===== src/hdl/spsc_pkg.sv =====
`timescale 1ns / 1ps
package spsc_pkg;

  localparam int PERIOD_WIDTH = 24;

  localparam int MUL_A_W = 48;
  localparam int MUL_B_W = 24;
  localparam int MUL_P_W = MUL_A_W + MUL_B_W;
  localparam int MUL_CNT_W = $clog2(MUL_B_W);

  localparam int DIV_N_W = 52;
  localparam int DIV_D_W = 37;
  localparam int DIV_CNT_W = $clog2(DIV_N_W);

  localparam int CFG_W = 24;
  localparam int CFG_IDX_W = 3;

  localparam longint unsigned K_POS     = 64'd5760;
  localparam longint unsigned K_MEGA    = 64'd1000000;
  localparam longint unsigned K_PER_NUM = 64'd5760000000;
  localparam longint unsigned RATE_MAX  = 64'd549755813887;
  localparam longint unsigned PER_MIN   = 64'd100;

  typedef enum logic [CFG_IDX_W-1:0] {
    CFG_GAIN_P      = 3'd0,
    CFG_GAIN_I      = 3'd1,
    CFG_GAIN_D      = 3'd2,
    CFG_STEPS       = 3'd3,
    CFG_DIR_INVERT  = 3'd4,
    CFG_DEADBAND    = 3'd5,
    CFG_SLEW        = 3'd6,
    CFG_SPEED_LIMIT = 3'd7
  } cfg_idx_e;

  typedef enum logic [1:0] {
    ACT_TARGET   = 2'd0,
    ACT_POSITION = 2'd1,
    ACT_TICK     = 2'd2
  } action_e;

  typedef enum logic [3:0] {
    ST_IDLE,
    ST_POS_MUL,
    ST_POS_DIV,
    ST_INT_MUL,
    ST_P_MUL,
    ST_I_MUL,
    ST_I_DIV,
    ST_DR_MUL,
    ST_DR_DIV,
    ST_D_MUL,
    ST_SUM,
    ST_PER_MUL,
    ST_PER_DIV,
    ST_OUT
  } state_e;

  typedef struct packed {
    logic               start;
    logic [MUL_A_W-1:0] a;
    logic [MUL_B_W-1:0] b;
  } mul_req_t;

  typedef struct packed {
    logic               done;
    logic [MUL_P_W-1:0] prod;
  } mul_rsp_t;

  typedef struct packed {
    logic               start;
    logic [DIV_N_W-1:0] n;
    logic [DIV_D_W-1:0] d;
  } div_req_t;

  typedef struct packed {
    logic               done;
    logic [DIV_N_W-1:0] q;
  } div_rsp_t;

  function automatic logic [2:0] ms_pins(input logic [2:0] code);
    logic [2:0] pins;
    case (code)
      3'd4:    pins = 3'b111;
      3'd3:    pins = 3'b011;
      3'd2:    pins = 3'b010;
      3'd1:    pins = 3'b001;
      default: pins = 3'b000;
    endcase
    return pins;
  endfunction

endpackage


===== src/hdl/spsc_in_if.sv =====
`timescale 1ns / 1ps
interface spsc_in_if;
  logic               valid;
  logic               ready;
  logic        [1:0]  action;
  logic signed [23:0] target_position;
  logic signed [23:0] meas_steps;
  logic        [19:0] elapsed_us;

  modport source(output valid, action, target_position, meas_steps, elapsed_us,
                 input ready);
  modport sink(input valid, action, target_position, meas_steps, elapsed_us,
               output ready);
endinterface


===== src/hdl/spsc_out_if.sv =====
`timescale 1ns / 1ps
interface spsc_out_if;
  logic               valid;
  logic               ready;
  logic signed [16:0] speed;
  logic               direction_pin;
  logic        [2:0]  ratio_code;
  logic        [2:0]  microstep_pins;
  logic        [spsc_pkg::PERIOD_WIDTH-1:0] timer_period_us;

  modport source(output valid, speed, direction_pin, ratio_code, microstep_pins,
                 timer_period_us, input ready);
  modport sink(input valid, speed, direction_pin, ratio_code, microstep_pins,
               timer_period_us, output ready);
endinterface


===== src/hdl/stepper_pid_speed_controller_unit.sv =====
`timescale 1ns / 1ps
// Set target is stored at acceptance; set position runs one multiply and one
//   divide; a control tick runs a chain of them (no period multiply and divide
//   at zero speed), on one bit-serial multiplier and one restoring divider.
// Throughput: one transaction at a time; the next is taken once back in idle,
//   while a finished result may still wait in the output register.
// Reset: asynchronous, active low; registers to defaults, PID state to zero.
module stepper_pid_speed_controller_unit (
  input  logic                            clk_i,
  input  logic                            rst_ni,
  input  logic                            cfg_we_i,
  input  logic [spsc_pkg::CFG_IDX_W-1:0]  cfg_idx_i,
  input  logic [spsc_pkg::CFG_W-1:0]      cfg_data_i,
  spsc_in_if.sink                         in_i,
  spsc_out_if.source                      out_o
);

  localparam int PW = spsc_pkg::PERIOD_WIDTH;
  localparam logic [PW-1:0] PER_TOP = {PW{1'b1}};

  // configuration
  logic [23:0] gain_p_q, gain_i_q, gain_d_q;
  logic [15:0] spr_q, deadband_q, slew_q, lim_q;
  logic        dir_inv_q;
  logic [15:0] spr_eff;

  // persistent controller state
  logic signed [23:0] tgt_q;
  logic signed [31:0] meas_q;
  logic signed [47:0] integ_q;
  logic signed [31:0] prev_q;
  logic signed [17:0] last_q;

  // per-transaction working registers
  logic signed [23:0] pos_q;
  logic signed [31:0] e_q;
  logic        [19:0] dt_q;
  logic signed [36:0] pt_q;
  logic signed [33:0] it_q;
  logic        [38:0] rate_q;
  logic signed [44:0] dterm_q;
  logic signed [16:0] v_q;
  logic        [15:0] av_q;
  logic        [2:0]  code_q;
  logic        [36:0] den_q;
  logic        [PW-1:0] per_q;

  // output slot
  logic               ovalid_q;
  logic signed [16:0] o_speed_q;
  logic               o_dir_q;
  logic        [2:0]  o_code_q;
  logic        [PW-1:0] o_per_q;

  spsc_pkg::state_e   state_q, state_d;
  logic               go_q;
  spsc_pkg::mul_req_t mul_req;
  spsc_pkg::mul_rsp_t mul_rsp;
  spsc_pkg::div_req_t div_req;
  spsc_pkg::div_rsp_t div_rsp;

  logic in_acc, out_free, is_mul, is_div;

  spsc_mul u_mul (.clk_i, .rst_ni, .req_i(mul_req), .rsp_o(mul_rsp));
  spsc_div u_div (.clk_i, .rst_ni, .req_i(div_req), .rsp_o(div_rsp));

  assign spr_eff  = (spr_q == 16'd0) ? 16'd1 : spr_q;
  assign in_acc   = in_i.valid && in_i.ready;
  assign out_free = !ovalid_q || out_o.ready;

  // error with saturation and deadband, formed as the tick is taken
  logic signed [32:0] diff;
  logic signed [31:0] e_sat, e_new;
  logic        [31:0] e_sat_mag, e_mag;
  logic signed [32:0] de;
  logic        [32:0] de_mag;
  logic        [47:0] integ_mag;
  logic        [23:0] pos_mag;

  always_comb begin
    diff = {{9{tgt_q[23]}}, tgt_q} - {meas_q[31], meas_q};
    if (diff > 33'sd2147483647)       e_sat = 32'h7fffffff;
    else if (diff < -33'sd2147483648) e_sat = 32'h80000000;
    else                              e_sat = diff[31:0];
    e_sat_mag = e_sat[31] ? 32'(-e_sat) : e_sat;
    e_new     = (e_sat_mag < {16'd0, deadband_q}) ? '0 : e_sat;
    e_mag     = e_q[31] ? 32'(-e_q) : e_q;
    de        = {e_q[31], e_q} - {prev_q[31], prev_q};
    de_mag    = de[32] ? 33'(-de) : de;
    integ_mag = integ_q[47] ? 48'(-integ_q) : integ_q;
    pos_mag   = pos_q[23] ? 24'(-pos_q) : pos_q;
  end

  // measured angle from quotient, saturated to 32 bits
  logic [51:0]        qv;
  logic signed [31:0] meas_new;
  always_comb begin
    qv = div_rsp.q;
    if (pos_q[23]) begin
      meas_new = (qv > 52'd2147483648) ? 32'h80000000 : 32'(-qv[31:0]);
    end else begin
      meas_new = (qv > 52'd2147483647) ? 32'h7fffffff : qv[31:0];
    end
  end

  // integral accumulate, saturated to 48 bits
  logic signed [52:0] eterm;
  logic signed [53:0] isum;
  logic signed [47:0] integ_new;
  always_comb begin
    eterm = e_q[31] ? 53'(-{1'b0, mul_rsp.prod[51:0]}) : {1'b0, mul_rsp.prod[51:0]};
    isum  = {{6{integ_q[47]}}, integ_q} + {eterm[52], eterm};
    if (isum > 54'sd140737488355327)       integ_new = 48'h7fffffffffff;
    else if (isum < -54'sd140737488355328) integ_new = 48'h800000000000;
    else                                   integ_new = isum[47:0];
  end

  // PID sum, slew limit, speed limit, ratio band
  logic signed [46:0] vsum;
  logic signed [18:0] slew_hi, slew_lo, v_slew;
  logic signed [16:0] v_lim;
  logic               hit_slew, hit_lim;
  logic        [15:0] av;
  logic        [2:0]  code;
  always_comb begin
    vsum = {{10{pt_q[36]}}, pt_q} + {{13{it_q[33]}}, it_q} + {{2{dterm_q[44]}}, dterm_q};
    slew_hi = {last_q[17], last_q} + {3'd0, slew_q};
    slew_lo = {last_q[17], last_q} - {3'd0, slew_q};
    hit_slew = 1'b1;
    if (vsum > $signed({{28{slew_hi[18]}}, slew_hi}))      v_slew = slew_hi;
    else if (vsum < $signed({{28{slew_lo[18]}}, slew_lo})) v_slew = slew_lo;
    else begin
      v_slew   = vsum[18:0];
      hit_slew = 1'b0;
    end
    hit_lim = 1'b1;
    if (v_slew > $signed({3'd0, lim_q}))          v_lim = {1'b0, lim_q};
    else if (v_slew < -$signed({3'd0, lim_q}))    v_lim = 17'(-{1'b0, lim_q});
    else begin
      v_lim   = v_slew[16:0];
      hit_lim = 1'b0;
    end
    av = v_lim[16] ? 16'(-v_lim) : v_lim[15:0];
    if (av < 16'd720)       code = 3'd4;
    else if (av < 16'd1440) code = 3'd3;
    else if (av < 16'd2880) code = 3'd2;
    else if (av < 16'd5760) code = 3'd1;
    else                    code = 3'd0;
  end

  // step period clamp
  logic [PW-1:0] per_new;
  always_comb begin
    if (div_rsp.q < 52'(spsc_pkg::PER_MIN))  per_new = PW'(spsc_pkg::PER_MIN);
    else if (div_rsp.q > 52'(PER_TOP))       per_new = PER_TOP;
    else                                     per_new = div_rsp.q[PW-1:0];
  end

  // next state
  always_comb begin
    state_d = state_q;
    unique case (state_q)
      spsc_pkg::ST_IDLE: begin
        if (in_acc) begin
          case (in_i.action)
            spsc_pkg::ACT_POSITION: state_d = spsc_pkg::ST_POS_MUL;
            spsc_pkg::ACT_TICK:     state_d = spsc_pkg::ST_INT_MUL;
            default:                state_d = spsc_pkg::ST_IDLE;
          endcase
        end
      end
      spsc_pkg::ST_POS_MUL: if (mul_rsp.done) state_d = spsc_pkg::ST_POS_DIV;
      spsc_pkg::ST_POS_DIV: if (div_rsp.done) state_d = spsc_pkg::ST_IDLE;
      spsc_pkg::ST_INT_MUL: if (mul_rsp.done) state_d = spsc_pkg::ST_P_MUL;
      spsc_pkg::ST_P_MUL:   if (mul_rsp.done) state_d = spsc_pkg::ST_I_MUL;
      spsc_pkg::ST_I_MUL:   if (mul_rsp.done) state_d = spsc_pkg::ST_I_DIV;
      spsc_pkg::ST_I_DIV:   if (div_rsp.done) state_d = spsc_pkg::ST_DR_MUL;
      spsc_pkg::ST_DR_MUL:  if (mul_rsp.done) state_d = spsc_pkg::ST_DR_DIV;
      spsc_pkg::ST_DR_DIV:  if (div_rsp.done) state_d = spsc_pkg::ST_D_MUL;
      spsc_pkg::ST_D_MUL:   if (mul_rsp.done) state_d = spsc_pkg::ST_SUM;
      spsc_pkg::ST_SUM:     state_d = (av == 16'd0) ? spsc_pkg::ST_OUT : spsc_pkg::ST_PER_MUL;
      spsc_pkg::ST_PER_MUL: if (mul_rsp.done) state_d = spsc_pkg::ST_PER_DIV;
      spsc_pkg::ST_PER_DIV: if (div_rsp.done) state_d = spsc_pkg::ST_OUT;
      spsc_pkg::ST_OUT:     if (out_free) state_d = spsc_pkg::ST_IDLE;
      default:              state_d = spsc_pkg::ST_IDLE;
    endcase
  end

  // unit operand select and launch
  always_comb begin
    is_mul    = 1'b0;
    is_div    = 1'b0;
    mul_req.a = '0;
    mul_req.b = '0;
    div_req.n = '0;
    div_req.d = '0;
    unique case (state_q)
      spsc_pkg::ST_POS_MUL: begin
        is_mul = 1'b1; mul_req.a = {24'd0, pos_mag}; mul_req.b = 24'(spsc_pkg::K_POS);
      end
      spsc_pkg::ST_POS_DIV: begin
        is_div = 1'b1; div_req.n = mul_rsp.prod[51:0]; div_req.d = {21'd0, spr_eff};
      end
      spsc_pkg::ST_INT_MUL: begin
        is_mul = 1'b1; mul_req.a = {16'd0, e_mag}; mul_req.b = {4'd0, dt_q};
      end
      spsc_pkg::ST_P_MUL: begin
        is_mul = 1'b1; mul_req.a = {16'd0, e_mag}; mul_req.b = gain_p_q;
      end
      spsc_pkg::ST_I_MUL: begin
        is_mul = 1'b1; mul_req.a = integ_mag; mul_req.b = gain_i_q;
      end
      spsc_pkg::ST_I_DIV: begin
        is_div = 1'b1; div_req.n = mul_rsp.prod[71:20]; div_req.d = 37'(spsc_pkg::K_MEGA);
      end
      spsc_pkg::ST_DR_MUL: begin
        is_mul = 1'b1; mul_req.a = {15'd0, de_mag}; mul_req.b = 24'(spsc_pkg::K_MEGA);
      end
      spsc_pkg::ST_DR_DIV: begin
        is_div = 1'b1; div_req.n = mul_rsp.prod[51:0]; div_req.d = {17'd0, dt_q};
      end
      spsc_pkg::ST_D_MUL: begin
        is_mul = 1'b1; mul_req.a = {9'd0, rate_q}; mul_req.b = gain_d_q;
      end
      spsc_pkg::ST_PER_MUL: begin
        is_mul = 1'b1; mul_req.a = {32'd0, av_q}; mul_req.b = {8'd0, spr_eff};
      end
      spsc_pkg::ST_PER_DIV: begin
        is_div = 1'b1; div_req.n = 52'(spsc_pkg::K_PER_NUM); div_req.d = den_q;
      end
      default: ;
    endcase
    mul_req.start = is_mul && !go_q;
    div_req.start = is_div && !go_q;
  end

  assign in_i.ready = (state_q == spsc_pkg::ST_IDLE);

  // control, configuration and controller state
  always_ff @(posedge clk_i or negedge rst_ni) begin
    if (!rst_ni) begin
      state_q   <= spsc_pkg::ST_IDLE;
      go_q      <= 1'b0;
      ovalid_q  <= 1'b0;
      gain_p_q  <= 24'd425984;
      gain_i_q  <= 24'd32768;
      gain_d_q  <= 24'd655;
      spr_q     <= 16'd200;
      dir_inv_q <= 1'b0;
      deadband_q <= 16'd128;
      slew_q    <= 16'd8000;
      lim_q     <= 16'd57600;
      tgt_q     <= '0;
      meas_q    <= '0;
      integ_q   <= '0;
      prev_q    <= '0;
      last_q    <= '0;
    end else begin
      state_q <= state_d;
      if (mul_req.start || div_req.start) go_q <= 1'b1;
      else if (mul_rsp.done || div_rsp.done) go_q <= 1'b0;

      if (ovalid_q && out_o.ready) ovalid_q <= 1'b0;
      if (state_q == spsc_pkg::ST_OUT && out_free) ovalid_q <= 1'b1;

      if (cfg_we_i) begin
        unique case (cfg_idx_i)
          spsc_pkg::CFG_GAIN_P:      gain_p_q   <= cfg_data_i;
          spsc_pkg::CFG_GAIN_I:      gain_i_q   <= cfg_data_i;
          spsc_pkg::CFG_GAIN_D:      gain_d_q   <= cfg_data_i;
          spsc_pkg::CFG_STEPS:       spr_q      <= cfg_data_i[15:0];
          spsc_pkg::CFG_DIR_INVERT:  dir_inv_q  <= cfg_data_i[0];
          spsc_pkg::CFG_DEADBAND:    deadband_q <= cfg_data_i[15:0];
          spsc_pkg::CFG_SLEW:        slew_q     <= cfg_data_i[15:0];
          spsc_pkg::CFG_SPEED_LIMIT: lim_q      <= cfg_data_i[15:0];
          default: ;
        endcase
      end

      unique case (state_q)
        spsc_pkg::ST_IDLE: begin
          if (in_acc && in_i.action == spsc_pkg::ACT_TARGET) begin
            tgt_q   <= in_i.target_position;
            integ_q <= '0;
          end
        end
        spsc_pkg::ST_POS_DIV: if (div_rsp.done) meas_q <= meas_new;
        spsc_pkg::ST_INT_MUL: if (mul_rsp.done) integ_q <= integ_new;
        spsc_pkg::ST_D_MUL:   if (mul_rsp.done) prev_q <= e_q;
        spsc_pkg::ST_SUM: begin
          last_q <= {v_lim[16], v_lim};
          if (hit_slew || hit_lim) integ_q <= '0;
        end
        default: ;
      endcase
    end
  end

  // working registers, no reset needed
  always_ff @(posedge clk_i) begin
    unique case (state_q)
      spsc_pkg::ST_IDLE: begin
        if (in_acc) begin
          pos_q <= in_i.meas_steps;
          e_q   <= e_new;
          dt_q  <= (in_i.elapsed_us == 20'd0) ? 20'd1 : in_i.elapsed_us;
        end
      end
      spsc_pkg::ST_P_MUL:
        if (mul_rsp.done) begin
          pt_q <= e_q[31] ? 37'(-{1'b0, mul_rsp.prod[55:20]}) : {1'b0, mul_rsp.prod[55:20]};
        end
      spsc_pkg::ST_I_DIV:
        if (div_rsp.done) begin
          it_q <= integ_q[47] ? 34'(-{1'b0, div_rsp.q[32:0]}) : {1'b0, div_rsp.q[32:0]};
        end
      spsc_pkg::ST_DR_DIV:
        if (div_rsp.done) begin
          rate_q <= (div_rsp.q > 52'(spsc_pkg::RATE_MAX)) ? 39'(spsc_pkg::RATE_MAX)
                                                          : div_rsp.q[38:0];
        end
      spsc_pkg::ST_D_MUL:
        if (mul_rsp.done) begin
          dterm_q <= de[32] ? 45'(-{1'b0, mul_rsp.prod[63:20]}) : {1'b0, mul_rsp.prod[63:20]};
        end
      spsc_pkg::ST_SUM: begin
        v_q    <= v_lim;
        av_q   <= av;
        code_q <= code;
        per_q  <= PER_TOP;
      end
      spsc_pkg::ST_PER_MUL:
        if (mul_rsp.done) den_q <= {5'd0, mul_rsp.prod[31:0]} << code_q;
      spsc_pkg::ST_PER_DIV:
        if (div_rsp.done) per_q <= per_new;
      spsc_pkg::ST_OUT:
        if (out_free) begin
          o_speed_q <= v_q;
          o_dir_q   <= ((v_q > 17'sd0) ? 1'b0 : 1'b1) ^ dir_inv_q;
          o_code_q  <= code_q;
          o_per_q   <= per_q;
        end
      default: ;
    endcase
  end

  assign out_o.valid           = ovalid_q;
  assign out_o.speed           = o_speed_q;
  assign out_o.direction_pin   = o_dir_q;
  assign out_o.ratio_code      = o_code_q;
  assign out_o.microstep_pins  = spsc_pkg::ms_pins(o_code_q);
  assign out_o.timer_period_us = o_per_q;

endmodule


===== src/hdl/spsc_mul.sv =====
`timescale 1ns / 1ps
// shift-add multiplier, one multiplier bit per cycle
module spsc_mul (
  input  logic                clk_i,
  input  logic                rst_ni,
  input  spsc_pkg::mul_req_t  req_i,
  output spsc_pkg::mul_rsp_t  rsp_o
);

  logic                             busy_q;
  logic                             done_q;
  logic [spsc_pkg::MUL_CNT_W-1:0]   cnt_q;
  logic [spsc_pkg::MUL_A_W-1:0]     a_q;
  logic [spsc_pkg::MUL_P_W-1:0]     p_q;
  logic [spsc_pkg::MUL_A_W:0]       sum;

  assign sum = {1'b0, p_q[spsc_pkg::MUL_P_W-1:spsc_pkg::MUL_B_W]}
             + (p_q[0] ? {1'b0, a_q} : '0);

  always_ff @(posedge clk_i or negedge rst_ni) begin
    if (!rst_ni) begin
      busy_q <= 1'b0;
      done_q <= 1'b0;
      cnt_q  <= '0;
    end else begin
      done_q <= 1'b0;
      if (req_i.start) begin
        busy_q <= 1'b1;
        cnt_q  <= '0;
      end else if (busy_q) begin
        cnt_q <= cnt_q + 1'b1;
        if (cnt_q == spsc_pkg::MUL_CNT_W'(spsc_pkg::MUL_B_W - 1)) begin
          busy_q <= 1'b0;
          done_q <= 1'b1;
        end
      end
    end
  end

  always_ff @(posedge clk_i) begin
    if (req_i.start) begin
      a_q <= req_i.a;
      p_q <= {{spsc_pkg::MUL_A_W{1'b0}}, req_i.b};
    end else if (busy_q) begin
      p_q <= {sum, p_q[spsc_pkg::MUL_B_W-1:1]};
    end
  end

  assign rsp_o.done = done_q;
  assign rsp_o.prod = p_q;

endmodule


===== src/hdl/spsc_div.sv =====
`timescale 1ns / 1ps
// restoring divider, one quotient bit per cycle
module spsc_div (
  input  logic                clk_i,
  input  logic                rst_ni,
  input  spsc_pkg::div_req_t  req_i,
  output spsc_pkg::div_rsp_t  rsp_o
);

  logic                             busy_q;
  logic                             done_q;
  logic [spsc_pkg::DIV_CNT_W-1:0]   cnt_q;
  logic [spsc_pkg::DIV_D_W-1:0]     d_q;
  logic [spsc_pkg::DIV_D_W-1:0]     rem_q;
  logic [spsc_pkg::DIV_N_W-1:0]     quo_q;
  logic [spsc_pkg::DIV_D_W:0]       r_sh;
  logic [spsc_pkg::DIV_D_W:0]       r_sub;
  logic                             ge;

  assign r_sh  = {rem_q, quo_q[spsc_pkg::DIV_N_W-1]};
  assign r_sub = r_sh - {1'b0, d_q};
  assign ge    = (r_sh >= {1'b0, d_q});

  always_ff @(posedge clk_i or negedge rst_ni) begin
    if (!rst_ni) begin
      busy_q <= 1'b0;
      done_q <= 1'b0;
      cnt_q  <= '0;
    end else begin
      done_q <= 1'b0;
      if (req_i.start) begin
        busy_q <= 1'b1;
        cnt_q  <= '0;
      end else if (busy_q) begin
        cnt_q <= cnt_q + 1'b1;
        if (cnt_q == spsc_pkg::DIV_CNT_W'(spsc_pkg::DIV_N_W - 1)) begin
          busy_q <= 1'b0;
          done_q <= 1'b1;
        end
      end
    end
  end

  always_ff @(posedge clk_i) begin
    if (req_i.start) begin
      d_q   <= req_i.d;
      rem_q <= '0;
      quo_q <= req_i.n;
    end else if (busy_q) begin
      rem_q <= ge ? r_sub[spsc_pkg::DIV_D_W-1:0] : r_sh[spsc_pkg::DIV_D_W-1:0];
      quo_q <= {quo_q[spsc_pkg::DIV_N_W-2:0], ge};
    end
  end

  assign rsp_o.done = done_q;
  assign rsp_o.q    = quo_q;

endmodule


===== src/flat_wrapper.sv =====
// flat-port wrapper written by rule: the top's interface ports become plain ports
module stepper_pid_speed_controller_unit_flat 
  (clk_i, rst_ni, cfg_we_i, cfg_idx_i, cfg_data_i, in_i_valid, in_i_action, in_i_target_position, in_i_meas_steps, in_i_elapsed_us, in_i_ready, out_o_valid, out_o_speed, out_o_direction_pin, out_o_ratio_code, out_o_microstep_pins, out_o_timer_period_us, out_o_ready);
  spsc_in_if in_i_i ();
  spsc_out_if out_o_i ();
  input  logic clk_i;
  input  logic rst_ni;
  input  logic cfg_we_i;
  input  logic [spsc_pkg::CFG_IDX_W-1:0] cfg_idx_i;
  input  logic [spsc_pkg::CFG_W-1:0] cfg_data_i;
  input wire logic [$bits(in_i_i.valid)-1:0] in_i_valid;
  input wire logic [$bits(in_i_i.action)-1:0] in_i_action;
  input wire logic [$bits(in_i_i.target_position)-1:0] in_i_target_position;
  input wire logic [$bits(in_i_i.meas_steps)-1:0] in_i_meas_steps;
  input wire logic [$bits(in_i_i.elapsed_us)-1:0] in_i_elapsed_us;
  output wire logic [$bits(in_i_i.ready)-1:0] in_i_ready;
  output wire logic [$bits(out_o_i.valid)-1:0] out_o_valid;
  output wire logic [$bits(out_o_i.speed)-1:0] out_o_speed;
  output wire logic [$bits(out_o_i.direction_pin)-1:0] out_o_direction_pin;
  output wire logic [$bits(out_o_i.ratio_code)-1:0] out_o_ratio_code;
  output wire logic [$bits(out_o_i.microstep_pins)-1:0] out_o_microstep_pins;
  output wire logic [$bits(out_o_i.timer_period_us)-1:0] out_o_timer_period_us;
  input wire logic [$bits(out_o_i.ready)-1:0] out_o_ready;
  assign in_i_i.valid = in_i_valid;
  assign in_i_i.action = in_i_action;
  assign in_i_i.target_position = in_i_target_position;
  assign in_i_i.meas_steps = in_i_meas_steps;
  assign in_i_i.elapsed_us = in_i_elapsed_us;
  assign in_i_ready = in_i_i.ready;
  assign out_o_valid = out_o_i.valid;
  assign out_o_speed = out_o_i.speed;
  assign out_o_direction_pin = out_o_i.direction_pin;
  assign out_o_ratio_code = out_o_i.ratio_code;
  assign out_o_microstep_pins = out_o_i.microstep_pins;
  assign out_o_timer_period_us = out_o_i.timer_period_us;
  assign out_o_i.ready = out_o_ready;
  stepper_pid_speed_controller_unit u_core (.clk_i(clk_i), .rst_ni(rst_ni), .cfg_we_i(cfg_we_i), .cfg_idx_i(cfg_idx_i), .cfg_data_i(cfg_data_i), .in_i(in_i_i), .out_o(out_o_i));
endmodule

===== config.mk =====
export PLATFORM = sky130hd
export DESIGN_NAME = stepper_pid_speed_controller_unit_flat
export DESIGN_NICKNAME = d
export VERILOG_FILES = /design/src/hdl/spsc_pkg.sv /design/src/hdl/spsc_in_if.sv /design/src/hdl/spsc_out_if.sv /design/src/hdl/stepper_pid_speed_controller_unit.sv /design/src/hdl/spsc_mul.sv /design/src/hdl/spsc_div.sv /design/src/flat_wrapper.sv
export SDC_FILE = /design/constraint.sdc
export NUM_CORES = 2
export LEC_CHECK = 0
export BUFFER_PORTS_ARGS = -buffer_cell sky130_fd_sc_hd__buf_2
export CAP_MARGIN = 20
export CORE_UTILIZATION = 50
export CTS_BUF_LIST = sky130_fd_sc_hd__clkbuf_4 sky130_fd_sc_hd__clkbuf_8 sky130_fd_sc_hd__clkbuf_16
export DETAILED_ROUTE_END_ITERATION = 8
export PLACE_DENSITY = 0.79
export SLEW_MARGIN = 10
export SYNTH_ARGS = -nofsm -noshare
export SYNTH_HDL_FRONTEND = slang
export SYNTH_SLANG_ARGS = --single-unit

===== constraint.sdc =====
create_clock -name clk_i -period 12.6 [get_ports clk_i]
set_clock_uncertainty 0.2 [all_clocks]
set_input_delay 2.52 -clock clk_i [delete_from_list [all_inputs] [get_ports clk_i]]
set_output_delay 2.52 -clock clk_i [all_outputs]
set_load 0.005 [all_outputs]

==> flow_summary_export.csv <==
group,metric,value,unit
run_status,run_status,"finished with violations",
run_status,violations,"setup timing",
worst_hold_path,hp-class,"reg2reg",
sta,fmax,0.0786,GHz
global_routing,grt_pass1_wl,340000,um
route,drt_iter0_markers,6637,
sta,worst_slew_pin_slew,1.25,ns
synthesis,yosys.area.top_type,"edfxtp_1",
critical_path,arrival,13.14,ns
synthesis,synth.avg_cell_area,9.42,um2
synthesis,synth-edff-count,533,
critical_path,max_stage_delay,0.61,ns
floorplanning,die_area,132000,um2
synthesis,seq_area_frac_synth,0.390,
sta,slew_headroom,0.162,
clocking,cts_tree,"yes",
pwr,power_density,149,nW/um2
route,vias,58000,
finish,area_growth,14.1,%
sta,drv_slew,0,
synthesis,synthArstFlopShare,0.335,
clocking,path_clk_slew,0.06,ns
route,drtAntennaViolNets,0,
place,dp_hpwl,175000,um
sta,period_minus_slack,12.72,ns
global_routing,grt_overflow,0,
route,vias_per_cell,6.39,
critical_path,critPathCaptureType,"flip-flop",
route,routedWlPerCell,25.4,um
pwr,seqPwrFrac,0.356,
synthesis,ys_warn_count,0,
synthesis,synth_nets,7529,
global_routing,grt_use_met3,0.0805,
sta,rsz0062_at_grt,"true",
floorplanning,die_h,364,um
clocking,cts.sinks,929,
place,portBuffers,151,
critical_path,path_common_cell,"a21oi_2",
route,dr.pass1.iters,7,
route,drcViolationCount,0,
finish,postLayoutCoreUtil,0.576,
clocking,clkLatencyLatePin,0.78,ns
floorplanning,start_util,0.505,
pwr,p_int,7110,uW
sta,final_hold_viol_count,0,
clocking,cts_root_buf,"clkbuf_16",
synthesis,synthTopCellsByCount,"555 x nor2_1, 533 x edfxtp_1, 522 x nand2_1",
floorplanning,row_count,132,
critical_path,path_max_fanout,6,
pwr,pwr-share-clk,0.296,
global_routing,busiest_layer,"met2",
critical_path,path_delay_family,"compound AO/OA/AOI/OAI gates",
finish,drive_gt1_frac,0.172,
floorplanning,die_w,364,um
pwr,power.net_switching,4010,uW
pwr,ir_worst_vdd,124,uV
synthesis,yosysUniqueCellTypes,103,
clocking,h-tree-depth,3,
global_routing,grt_pass1_vias,55000,
clocking,cts_hold_buf,0,
floorplanning,core,130000,um2
synthesis,synth_ff_type,"edfxtp_1",
pwr,leakage,0.0310,uW
critical_path,critical_path_class,"reg2reg",
place,place_congestion,1.05,
synthesis,synthCells,6946,
clocking,clk_path_buf_depth,3,
critical_path,slowest_stage,"or4_4",
sta,timing.final.crit_share,1.01,
pwr,sw_frac_of_total,0.360,
place,place_inst,8831,
global_routing,track_usage,0.339,
global_routing,grt.met2_usage,0.535,
synthesis,synth.most_common_cell,"nor2_1",
global_routing,antenna_found_initial,20,
synthesis,ys_ff_latch,929,
critical_path,cp.required,13.02,ns
sta,setup_viol,3,
finish,final_cells,9077,
floorplanning,ios,152,
clocking,cts_inserted_buffers,102,
synthesis,synthTopCellsByArea,"edfxtp_1 24%, dfrtp_1 11%, ha_1 9.0%",
pwr,totalPowerFinal,11100,uW
route,routed_wl,230000,um
critical_path,worst_setup_path_start_kind,"flip-flop",
sta,worst_slack,-0.121,ns
synthesis,synth_top_area_share,0.245,
global_routing,grt_start_max_net_pins,124,
synthesis,syn-cell-area,65500,um2
pwr,pwr-share-comb,0.348,
global_routing,globalRouteMet1Util,0.423,
critical_path,cp_num_buf_inv,5,
finish,layout.nets,7815,
run,drv_cap,0,
==> final cells by class <==
class                   count  area (um2)
diodes                     13        32.5
repair buffers            552        3940
well taps                1742        2180
clock buffers             130        2850
inverters                 324        1220
fillers                 10900       54900
multi-input cells        5323       38100
clock inverters            64         870
flip-flops and latches    929       25500
==> layout by cell type, fill, tap and decap left out, drive strengths merged, types with 36 or more instances in the layout <==
| cell | instances |
|---|---|
| nor3 | 144 |
| o21bai | 38 |
| a221oi | 79 |
| a221o | 55 |
| nand2 | 523 |
| or4 | 38 |
| nand2b | 88 |
| buf | 551 |
| nand4 | 63 |
| and2 | 84 |
| and3 | 64 |
| a22oi | 53 |
| o211ai | 41 |
| or3 | 96 |
| xor2 | 160 |
| or2 | 98 |
| nor2 | 556 |
| mux2i | 91 |
| mux2 | 199 |
| ha | 472 |
| a31oi | 70 |
| dfrtp | 287 |
| o31ai | 69 |
| dfxtp | 85 |
| nor4 | 57 |
| a222oi | 36 |
| xnor2 | 429 |
| clkbuf | 130 |
| o21ai | 411 |
| clkinv | 37 |
| nor2b | 64 |
| o21a | 68 |
| edfxtp | 533 |
| a21o | 164 |
| a211oi | 63 |
| inv | 328 |
| nand3 | 103 |
| a21oi | 503 |
==> worst paths after layout <==
path / startpoint / slack [ns] / cells past startpoint / to
worst min-delay path: u_core.per_q[15] / 0.21 / 0 / u_core.out_o.timer_period_us[15]
worst max-delay path: u_core.it_q[0] / -0.12 / 67 / u_core.state_q[1]
worst max register to register: u_core.it_q[0] / -0.12 / 67 / u_core.state_q[1]
min in group asynchronous: rst_ni / 1.54 / 1 / u_core.gain_d_q[8]
max in group asynchronous: rst_ni / 8.57 / 3 / u_core.tgt_q[21]
worst min register to register: u_core.per_q[15] / 0.21 / 0 / u_core.out_o.timer_period_us[15]
==> metal layers <==
layer  vias up  part of all wire  wire (um)
met4         8             0.067      15400
met1     27900              0.38      86900
met5         -           0.00024         55
met2      3241              0.45     103000
met3       703              0.11      25000
li1      26100                 -          -
==> timing repair <==
action / in CTS / in global routing
cloned: 1 / 0
gates resized for setup: 46 / 66
setup buffers: 17 / 12
endpoints found under the setup margin: 8 / 15
pin swaps: 49 / 74
==> sequential cells by signal, indices dropped and copies added (netlist names), 34 cells and up <==
signal,cells
u_core.u_mul.a_q,48
u_core.den_q,37
u_core.rate_q,39
u_core.u_mul.p_q,72
u_core.u_div.rem_q,37
u_core.it_q,34
u_core.integ_q,48
u_core.pt_q,37
u_core.dterm_q,45
u_core.u_div.quo_q,52
u_core.u_div.d_q,37
==> kinds of logic (layout without fill, tap and decap cells) <==
group	Yosys count	after routing	share of synthesized area
and+or+nand+nor	2047	2047	0.153
AOI/OAI and AO/OA	1899	1899	0.192
DFF	929	929	0.390
buffers and inverters	694	1070	0.0402
xor gates and xnor gates	589	589	0.0788
adders and majority gates	488	488	0.0940
muxes	300	300	0.0516
other	0	13	0
==> per-stage QoR <==
| step | setup WS (ns) | TNS, ns | instance area [um2] | hold WS, ns |
|---|---|---|---|---|
| after global placement | -0.461 | -1.95 | 70000 | 0.204 |
| after CTS | 0.00418 | 0 | 74100 | 0.219 |
| after floorplan | 0.00427 | 0 | 65600 | 0.200 |
| final | -0.121 | -0.262 | 74700 | 0.215 |
| after detailed placement | -0.517 | -2.21 | 70000 | 0.205 |
| after global routing | -0.801 | -4.00 | 74700 | 0.221 |
==> power groups by stage <==
stage / Sequential, uW / Combinational (uW) / Clock [uW]
4_1_cts: 3920 / 3680 / 3310
5_1_grt: 3950 / 4140 / 3420
3_3_place_gp: 3970 / 3550 / 0
3_5_place_dp: 3980 / 3620 / 0
2_1_floorplan: 3730 / 2430 / 0
6_report: 3960 / 3870 / 3290
(Power assumes the default switching activity.)
